===== src/rtl/core/mp2d_pkg.sv =====
package mp2d_pkg;

   // Store dimensions
   localparam int MAX_HEIGHT   = 64;
   localparam int MAX_WIDTH    = 64;
   localparam int MAX_CHANNELS = 16;
   localparam int MAX_WINDOW   = 8;

   localparam int STORE_DEPTH = MAX_HEIGHT * MAX_WIDTH * MAX_CHANNELS;
   localparam int ADDR_W      = (STORE_DEPTH > 1) ? $clog2(STORE_DEPTH) : 1;
   localparam int ROW_IDX_W   = (MAX_HEIGHT > 1) ? $clog2(MAX_HEIGHT) : 1;
   localparam int COL_IDX_W   = (MAX_WIDTH > 1) ? $clog2(MAX_WIDTH) : 1;

   // Fixed field widths
   localparam int POS_W   = 6;
   localparam int CHAN_W  = 4;
   localparam int DATA_W  = 8;
   localparam int MAP_W   = 7;
   localparam int WIN_W   = 4;
   localparam int PAD_W   = 3;
   localparam int CSR_IDX_W  = 3;
   localparam int CSR_DATA_W = 7;

   // Signed width for window geometry (row * stride - pad, plus window)
   localparam int GEO_W = 12;

   // Commands
   localparam logic CMD_LOAD  = 1'b0;
   localparam logic CMD_QUERY = 1'b1;

   // Register indexes
   localparam logic [CSR_IDX_W-1:0] REG_MAP_ROWS      = 3'd0;
   localparam logic [CSR_IDX_W-1:0] REG_MAP_COLS      = 3'd1;
   localparam logic [CSR_IDX_W-1:0] REG_WINDOW_HEIGHT = 3'd2;
   localparam logic [CSR_IDX_W-1:0] REG_WINDOW_WIDTH  = 3'd3;
   localparam logic [CSR_IDX_W-1:0] REG_STEP_ROWS     = 3'd4;
   localparam logic [CSR_IDX_W-1:0] REG_STEP_COLUMNS  = 3'd5;
   localparam logic [CSR_IDX_W-1:0] REG_PAD_ABOVE     = 3'd6;
   localparam logic [CSR_IDX_W-1:0] REG_PAD_BEFORE    = 3'd7;

   typedef struct packed {
      logic [MAP_W-1:0] map_rows;
      logic [MAP_W-1:0] map_cols;
      logic [WIN_W-1:0] window_height;
      logic [WIN_W-1:0] window_width;
      logic [WIN_W-1:0] step_rows;
      logic [WIN_W-1:0] step_columns;
      logic [PAD_W-1:0] pad_above;
      logic [PAD_W-1:0] pad_before;
   } cfg_type;

   // Clamped window bounds, inclusive
   typedef struct packed {
      logic                 empty;
      logic [ROW_IDX_W-1:0] row_first;
      logic [ROW_IDX_W-1:0] row_last;
      logic [COL_IDX_W-1:0] col_first;
      logic [COL_IDX_W-1:0] col_last;
      logic [CHAN_W-1:0]    chan;
   } geom_type;

   function automatic logic [ADDR_W-1:0] store_addr(
      input logic [ROW_IDX_W-1:0] r,
      input logic [COL_IDX_W-1:0] c,
      input logic [CHAN_W-1:0]    ch
   );
      int lin;
      lin = (int'(r) * MAX_WIDTH + int'(c)) * MAX_CHANNELS + int'(ch);
      return ADDR_W'(lin);
   endfunction

endpackage


===== src/rtl/core/mp2d_geom.sv =====
module mp2d_geom (
   input  logic                       clock,
   input  logic                       load,
   input  mp2d_pkg::cfg_type          cfg,
   input  logic [mp2d_pkg::POS_W-1:0]  row,
   input  logic [mp2d_pkg::POS_W-1:0]  col,
   input  logic [mp2d_pkg::CHAN_W-1:0] chan,
   output mp2d_pkg::geom_type         geom
);

   localparam int GW = mp2d_pkg::GEO_W;

   logic signed [GW-1:0] oy, ox;
   logic signed [GW-1:0] h_lim, w_lim, wh_lim, ww_lim;
   logic signed [GW-1:0] r0, r1, c0, c1;
   logic                 chan_bad;
   mp2d_pkg::geom_type   geom_in;
   mp2d_pkg::geom_type   geom_ff;

   // Saturate map and window sizes
   always_comb begin
      h_lim  = (int'(cfg.map_rows) > mp2d_pkg::MAX_HEIGHT) ?
               GW'(mp2d_pkg::MAX_HEIGHT) : GW'(cfg.map_rows);
      w_lim  = (int'(cfg.map_cols) > mp2d_pkg::MAX_WIDTH) ?
               GW'(mp2d_pkg::MAX_WIDTH) : GW'(cfg.map_cols);
      wh_lim = (int'(cfg.window_height) > mp2d_pkg::MAX_WINDOW) ?
               GW'(mp2d_pkg::MAX_WINDOW) : GW'(cfg.window_height);
      ww_lim = (int'(cfg.window_width) > mp2d_pkg::MAX_WINDOW) ?
               GW'(mp2d_pkg::MAX_WINDOW) : GW'(cfg.window_width);
   end

   // Window origin and clamped bounds (end is exclusive)
   always_comb begin
      oy = GW'(row) * GW'(cfg.step_rows) - GW'(cfg.pad_above);
      ox = GW'(col) * GW'(cfg.step_columns) - GW'(cfg.pad_before);
      r0 = (oy < 0) ? '0 : oy;
      c0 = (ox < 0) ? '0 : ox;
      r1 = ((oy + wh_lim) < h_lim) ? (oy + wh_lim) : h_lim;
      c1 = ((ox + ww_lim) < w_lim) ? (ox + ww_lim) : w_lim;
      chan_bad = !(int'(chan) < mp2d_pkg::MAX_CHANNELS);

      geom_in.empty     = (r0 >= r1) || (c0 >= c1) || chan_bad;
      geom_in.row_first = mp2d_pkg::ROW_IDX_W'(r0);
      geom_in.row_last  = mp2d_pkg::ROW_IDX_W'(r1 - GW'(1));
      geom_in.col_first = mp2d_pkg::COL_IDX_W'(c0);
      geom_in.col_last  = mp2d_pkg::COL_IDX_W'(c1 - GW'(1));
      geom_in.chan      = chan;
   end

   always_ff @(posedge clock) begin
      if (load) begin
         geom_ff <= geom_in;
      end
   end

   assign geom = geom_ff;

endmodule


===== config.mk =====
export PLATFORM = sky130hd
export DESIGN_NAME = mp2d_geom
export DESIGN_NICKNAME = d
export VERILOG_FILES = /design/src/rtl/core/mp2d_pkg.sv /design/src/rtl/core/mp2d_geom.sv
export SDC_FILE = /design/constraint.sdc
export NUM_CORES = 1
export LEC_CHECK = 0
export BUFFER_PORTS_ARGS = -buffer_cell sky130_fd_sc_hd__clkbuf_2
export CAP_MARGIN = 20
export CORE_MARGIN = 3
export CORE_UTILIZATION = 53
export DETAILED_ROUTE_END_ITERATION = 10
export PLACE_DENSITY_LB_ADDON = 0.08
export SKIP_LAST_GASP = 1
export SYNTH_ARGS = -nofsm -noshare
export SYNTH_HDL_FRONTEND = slang
export SYNTH_SLANG_ARGS = --single-unit

===== constraint.sdc =====
create_clock -name clock -period 7.35 [get_ports clock]
set_input_delay 0.735 -clock clock [delete_from_list [all_inputs] [get_ports clock]]
set_output_delay 0.735 -clock clock [all_outputs]
set_load 0.01 [all_outputs]

## Word-level counts from Yosys, hierarchy flattened

Index checks and enable logic that the tools add are counted.

- Register bits: 29
- Input bits: 54
- Word-level logic and storage cells: 33

- $add $sub $neg: 6
- $mul: 2
- Order comparisons: 10
- Multiplexer cells: 8
- Reduce and logical (&&, ||, !) cells: 1

Operator list:

| operator | count |
|---|---|
| $mux W12 | 4 |
| $add A11 B5 Y12 | 2 |
| $ge A12 B12 Y1 | 2 |
| $lt A12 B8 Y1 | 2 |
| $lt A11 B1 Y1 const B | 2 |
| $sub A10 B3 Y11 | 2 |
| $mul A6 B4 Y10 | 2 |
| $gt A7 B7 Y1 const B | 2 |
| $mux W7 | 2 |
| $sub A6 B2 Y6 const B | 2 |
| $gt A4 B4 Y1 const B | 2 |
| $mux W4 | 2 |
| $logic_or A1 B1 Y1 | 1 |

## Depth between registers and ports, before layout

Gate-level depths: netlist of the first run.

- Depth after elaboration: 7
- Mapped depth: 32
- Mapped depth without buffers: 31

## Worst setup path before layout of the first run

OpenSTA, ideal clock, no wires.

- Kind: input to register
- Start: input port col[0] in the netlist's numbering
- End: register geom_ff (netlist bit geom[28]) (data pin)
- Setup time: 0.266 ns
- Arrival: 6.818 ns
- Data required time: 7.084 ns
- Slack: 0.266 ns
- Stages: 31
- Buffers on the path: 1
- Cells stage by stage: nand2_1 > ha_1 > fa_1 > fa_1 > inv_1 > ha_1 > xor2_1 > ha_1 > o21a_1 > a21oi_1 > nor3_1 > xor2_1 > ha_1 > o21ai_0 > a21oi_1 > or3_1 > a221o_1 > ha_1 > clkbuf_1 > nor2b_1 > a31oi_1 > inv_1 > ha_1 > nand2b_1 > a21o_1 > a21o_1 > a21o_1 > a31oi_1 > o21ai_0 > a21oi_1 > o211ai_1

RTL lines:

| what | line | text |
|---|---|---|
| from (decl) | mp2d_geom.sv:6 | `input logic [mp2d_pkg::POS_W-1:0] col,` |
| to (signal assigned) | mp2d_geom.sv:52 | `geom_ff <= geom_in;` |
| to (decl) | mp2d_geom.sv:18 | `mp2d_pkg::geom_type geom_ff;` |

==> results.sh, run 1 <==
export IMPL_outcome="completed"
export IMPL_synth_distinct_cells=56
export IMPL_postSynthCellCount=531
export IMPL_syn_num_nets=697
export IMPL_async_reset_ff_frac=0
export IMPL_layout_drive_gt1_share=0.2019
export IMPL_start_kind="input port"
export IMPL_via_per_inst=5.265
export IMPL_cts_tree="built"
export IMPL_crit_end="geom[28]"
export IMPL_dr_first_iter_drc_count=124
export IMPL_drt_wirelength_per_cell_microns=12.51
export IMPL_n_antenna_cell=0
export IMPL_arrival_ns=7.05
export IMPL_drc=0
export IMPL_ant_nets=0
export IMPL_leakage_nw=2.756
export IMPL_p_sw_uw=888.4
export IMPL_power_mw=1.920
export IMPL_setup_viol=0
export IMPL_clockPowerShare=0.062
export IMPL_synth_area_leaders="ha_1 24%, edfxtp_1 19%, fa_1 9.5%"
export IMPL_cts_sinks=29
export IMPL_placementRows=33
export IMPL_path_buf_inv=3
export IMPL_first_pass_iters=4
export IMPL_cp_common_cell="ha_1"
export IMPL_numPlacedInstances=726
export IMPL_cts_root_buf="clkbuf_8"
export IMPL_core_area_sq_mm=0.008382
export IMPL_cp_required_ns=7.37
export IMPL_cts_hold_buf=0
export IMPL_synth_top_family_by_area="adder cells"
export IMPL_grt_pass1_vias=3726
export IMPL_num_io_pins=83
export IMPL_yosys_area_share_simple=0.1932
export IMPL_crit_fanout=7
export IMPL_worstHoldPathType="in -> reg"
export IMPL_antenna_found_initial=0
export IMPL_yosysTopAreaCell="ha_1"
export IMPL_ys_warnings_count=0
export IMPL_synthesis_area_sq_mm=0.004643
export IMPL_synthToLayoutAreaGrowth_pct=17.03
export IMPL_die_h_microns=99.60
export IMPL_start_util=0.5540
export IMPL_setup_tns_ns=0
export IMPL_final_max_slew_viol_count=0
export IMPL_slew_headroom=0.5554
export IMPL_synth_seq_cells=29
export IMPL_gr_usage_all_layers=0.1906
export IMPL_vias=3891
export IMPL_gp_congestion=0.8697
export IMPL_tightest_slew_ns=0.6669
export IMPL_max_freq_ghz=0.1422
export IMPL_cap_violations=0
export IMPL_layout_nets=799
export IMPL_path_clk_slew_ns=0.06
export IMPL_fin_cells=739
export IMPL_critical_path_top_delay_family="adder cells"
export IMPL_seqPwrFrac=0.150
export IMPL_grt_max_degree=30
export IMPL_postLayoutCoreUtil=0.6483
export IMPL_postSynthAreaPerCell_sq_um=8.744
export IMPL_hold_violations=0
export IMPL_synth_top_area_share=0.2425
export IMPL_synthMuxAreaShare=0.01320
export IMPL_timing_hold_ws_ns=0.6363
export IMPL_p_int_mw=1.032
export IMPL_die_w_microns=99.60
export IMPL_die_area_sq_mm=0.009920
export IMPL_slowest_stage="fa_1"
export IMPL_power_density_mw_per_mm2=353.4
export IMPL_fin_crit_ns=7.031
export IMPL_htree_num_levels=2
export IMPL_synth_main_ff_cell="edfxtp_1"
export IMPL_peakVddDrop_mv=0.1297
export IMPL_cts_path_max_buffers=2
export IMPL_wl_microns=9242
export IMPL_crit_type="in -> reg"
export IMPL_cp_end_kind="flop"
export IMPL_post_dp_hpwl_microns=8062
export IMPL_synth_edf_count=29
export IMPL_synth_compound_area_frac=0.1269
export IMPL_n_fill_cell=738
export IMPL_worst_path_stages=31
export IMPL_critPathLaunch="cfg[9]"
export IMPL_io_buffers=82
export IMPL_overflow=0
export IMPL_grt_pass1_wl_microns=16030
export IMPL_critPathMaxStageDelay_ns=0.54
export IMPL_p_sw_frac=0.4627
export IMPL_synth_xor_xnor_area_share=0.07788
export IMPL_seq_area_frac_synth=0.1876
export IMPL_largest_register_ffs=29
export IMPL_comb_power_share=0.788
export IMPL_cts_buffers=5
export IMPL_fin_crit_sh=0.9566
export IMPL_min_delay_path_depth=1
export IMPL_yosys_area_share_adder=0.3374
[layout by cell type (no fill, tap or decap), types with 5 or more instances in the layout]
master,n
and2_1,18
a21o_1,9
clkbuf_8,5
nand2_1,65
edfxtp_1,29
nor2_1,26
buf_4,18
inv_1,70
a21oi_1,20
fa_1,21
a31oi_1,5
nand3_1,15
xnor2_1,19
clkinv_1,6
xor2_1,16
and3_1,6
mux2i_1,5
o21a_1,6
o21ai_0,17
nor2b_1,20
nor3_1,12
ha_1,88
clkbuf_2,82
[Yosys cell counts, types with 2 or more instances]
| cell type | n |
|---|---|
| nor4_1 | 2 |
| nand2b_1 | 3 |
| nor2b_1 | 20 |
| nand2_1 | 65 |
| inv_1 | 70 |
| or3_1 | 2 |
| nand3_1 | 16 |
| o2111ai_1 | 3 |
| fa_1 | 22 |
| ha_1 | 90 |
| clkinv_1 | 4 |
| nor3_1 | 13 |
| a21oi_1 | 21 |
| edfxtp_1 | 29 |
| a31oi_1 | 5 |
| and2_1 | 18 |
| a211o_1 | 3 |
| a21o_1 | 9 |
| nand4_1 | 3 |
| xnor2_1 | 19 |
| o21bai_1 | 3 |
| nor2_1 | 26 |
| and3_1 | 6 |
| o21ai_0 | 17 |
| o21a_1 | 6 |
| clkbuf_1 | 5 |
| mux2i_1 | 5 |
| xor2_1 | 16 |
| o211ai_1 | 3 |
[power by group through the flow]
stage | logic, mW | clock network, mW | registers, mW
after floorplan | 1.05 | 0 | 0.323
after global placement | 1.41 | 0 | 0.290
after detailed placement | 1.46 | 0 | 0.294
after CTS | 1.47 | 0.121 | 0.290
after global routing | 1.73 | 0.130 | 0.294
final | 1.51 | 0.118 | 0.289
[through the flow]
stage,area [sq um],setup WS (ns)
global route,5434,-0.02120
detailed placement,5264,-0.06691
floorplan,4643,0.2657
finish,5434,0.3187
global placement,5264,0.1103
CTS,5345,0.2068
[routing by layer]
metal,global-route usage,part of all wire
met5,0,0
met4,0.04517,0.0081
met1,0.2578,0.48
met3,0.01683,0.038
met2,0.3301,0.48
[layout make-up]
type	count	area, sq um	area share
multi-input combinational	423	3527	0.6491
sequential	29	870.8	0.1603
timing repair buffer	100	545.5	0.1004
inverter	74	277.8	0.05112
tap	105	131.4	0.02418
clock buffer	5	68.82	0.01266
clock inverter	3	12.51	0.002303
[kinds of logic after synthesis]
| family | count (synthesis) |
|---|---|
| simple gates | 181 |
| fa+ha+maj | 112 |
| flops | 29 |
| xor+xnor | 37 |
| mux | 6 |
| compound gates | 87 |
| buf+inv | 79 |
[worst min path at each step]
| stage | start | to | slack, ns |
|---|---|---|---|
| 5_1_grt | chan[1] | geom[1] | 0.63 |
| 4_1_cts | chan[1] | geom[1] | 0.63 |
| 6_report | chan[1] | geom[1] | 0.64 |
| 3_3_place_gp | chan[2] | geom[2] | 0.91 |
| 2_1_floorplan | chan[0] | geom[0] | 0.83 |
| 3_5_place_dp | chan[1] | geom[1] | 0.91 |
[what timing repair did]
item,CTS,global route
endpoints found under the setup margin,0,1
gates resized for setup,0,9
setup buffers,0,5
No activity file was read; power rests on OpenSTA's default activity.
==> inputs of run 2 (changes only) <==
- GPL_TIMING_DRIVEN: unset -> 0
==> run 2 against run 1 <==
Final area is 0.44% lower. Sequential cell count did not move. Routed wire length shrank 2.8%. Fmax hardly changed. Critical endpoint unchanged. Die area unchanged. Power down 1.8%. Highest routed layer unchanged. Via count down 1.1%. Worst hold slack better by 0.0025 ns. Final cell count decreased by 1.1%. Worst setup slack improved by 0.0037 ns. Non-clock buffer count shrank 8. Clock-buffer cell count unchanged.
==> results.sh, run 2 (synthesized netlist as in run 1, its figures left out) <==
export IMPL_outcome="completed"
export IMPL_final_max_slew_viol_count=0
export IMPL_grt_pass1_vias=3617
export IMPL_grt_pass1_wl_microns=15230
export IMPL_cts_buffers=5
export IMPL_fin_cells=731
export IMPL_cts_sinks=29
export IMPL_setup_viol=0
export IMPL_cp_end_kind="flop"
export IMPL_synthToLayoutAreaGrowth_pct=16.52
export IMPL_grt_max_degree=30
export IMPL_tightest_slew_ns=1.008
export IMPL_crit_type="in -> reg"
export IMPL_power_mw=1.885
export IMPL_via_per_inst=5.264
export IMPL_n_antenna_cell=0
export IMPL_slowest_stage="fa_1"
export IMPL_dpl_worst_slack_ns=-0.5079
export IMPL_cts_hold_buf=0
export IMPL_htree_num_levels=2
export IMPL_leakage_nw=2.714
export IMPL_ant_nets=0
export IMPL_post_dp_hpwl_microns=7791
export IMPL_path_clk_slew_ns=0.06
export IMPL_vias=3848
export IMPL_crit_fanout=8
export IMPL_largest_register_ffs=29
export IMPL_dr_first_iter_drc_count=81
export IMPL_setup_tns_ns=0
export IMPL_drc=0
export IMPL_die_w_microns=99.60
export IMPL_numPlacedInstances=718
export IMPL_power_density_mw_per_mm2=348.4
export IMPL_die_h_microns=99.60
export IMPL_io_buffers=82
export IMPL_final_cell_mix="86 x ha_1, 82 x clkbuf_2, 70 x inv_1"
export IMPL_worstHoldPathType="in -> reg"
export IMPL_timing_hold_ws_ns=0.6388
export IMPL_arrival_ns=7.04
export IMPL_start_kind="input port"
export IMPL_slew_headroom=0.3232
export IMPL_cts_path_max_buffers=2
export IMPL_cp_required_ns=7.37
export IMPL_fin_ws_ns=0.3224
export IMPL_antenna_found_initial=0
export IMPL_cts_tree="built"
export IMPL_hold_violations=0
export IMPL_n_fill_cell=767
export IMPL_final_common_cell="ha_1"
export IMPL_peakVddDrop_mv=0.1181
export IMPL_fin_crit_sh=0.9561
export IMPL_layout_drive_gt1_share=0.2013
export IMPL_drt_wirelength_per_cell_microns=12.29
export IMPL_wl_microns=8987
export IMPL_gp_congestion=0.8556
export IMPL_die_area_sq_mm=0.009920
export IMPL_gr_usage_all_layers=0.1808
export IMPL_critPathMaxStageDelay_ns=0.52
export IMPL_overflow=0
export IMPL_fin_crit_ns=7.028
export IMPL_num_io_pins=83
export IMPL_first_pass_iters=4
export IMPL_cap_violations=0
export IMPL_placementRows=33
export IMPL_cts_root_buf="clkbuf_8"
export IMPL_layout_nets=791
export IMPL_max_freq_ghz=0.1423
export IMPL_core_area_sq_mm=0.008382
export IMPL_start_util=0.5540
export IMPL_cp_common_cell="ha_1"
## run 2: final timing paths
| check | slack, ns | startpoint | endpoint | cells after the start |
|---|---|---|---|---|
| worst min-delay path | 0.64 | chan[1] | geom[1] | 1 |
| worst max-delay path | 0.32 | cfg[8] | geom[28] | 32 |
## run 2: layer usage
metal,vias up,wire length [microns],share of wire,GRT usage
met4,0,59,0.0066,0.03992
met2,69,4229,0.47,0.3084
met3,4,315,0.035,0.01473
met1,1754,4382,0.49,0.2505
li1,2021,-,-,-
met5,-,0,0,0
## run 2: cell type report
cell class | instances | area, sq um | area share
Sequential cell | 29 | 870.8 | 0.1610
Timing Repair Buffer | 89 | 462.9 | 0.08557
Tap cell | 105 | 131.4 | 0.02428
Clock inverter | 3 | 17.52 | 0.003238
Multi-Input combinational cell | 423 | 3570 | 0.6598
Inverter | 74 | 277.8 | 0.05134
Clock buffer | 5 | 68.82 | 0.01272
Buffer | 3 | 11.26 | 0.002081
## run 2: per-stage QoR
| step | util | instance area (sq um) |
|---|---|---|
| final | 0.6455 | 5410 |
| after global routing | 0.6455 | 5410 |
| after CTS | 0.6295 | 5276 |
| after detailed placement | 0.6186 | 5185 |
| after global placement | 0.6186 | 5185 |
| after floorplan | - | 4643 |
## run 2: what timing repair did
action	in CTS	in global routing
pin swaps	0	10
gates resized for setup	2	14
setup endpoints to repair	1	1
setup buffers	0	7
## run 2: report_power, final
group	internal, mW	switching [mW]
combinational	0.659	0.815
sequential	0.275	0.0128
clock	0.0651	0.0580
## run 2: worst max-delay path, delay by kind of cell
family | cells | cell delay, ns
AO/OA/AOI/OAI | 12 | 1.83
XOR/XNOR | 2 | 0.45
AND/OR/NAND/NOR | 6 | 1.10
adder cells (fa/ha/maj) | 8 | 2.62
buffers and inverters | 4 | 0.31
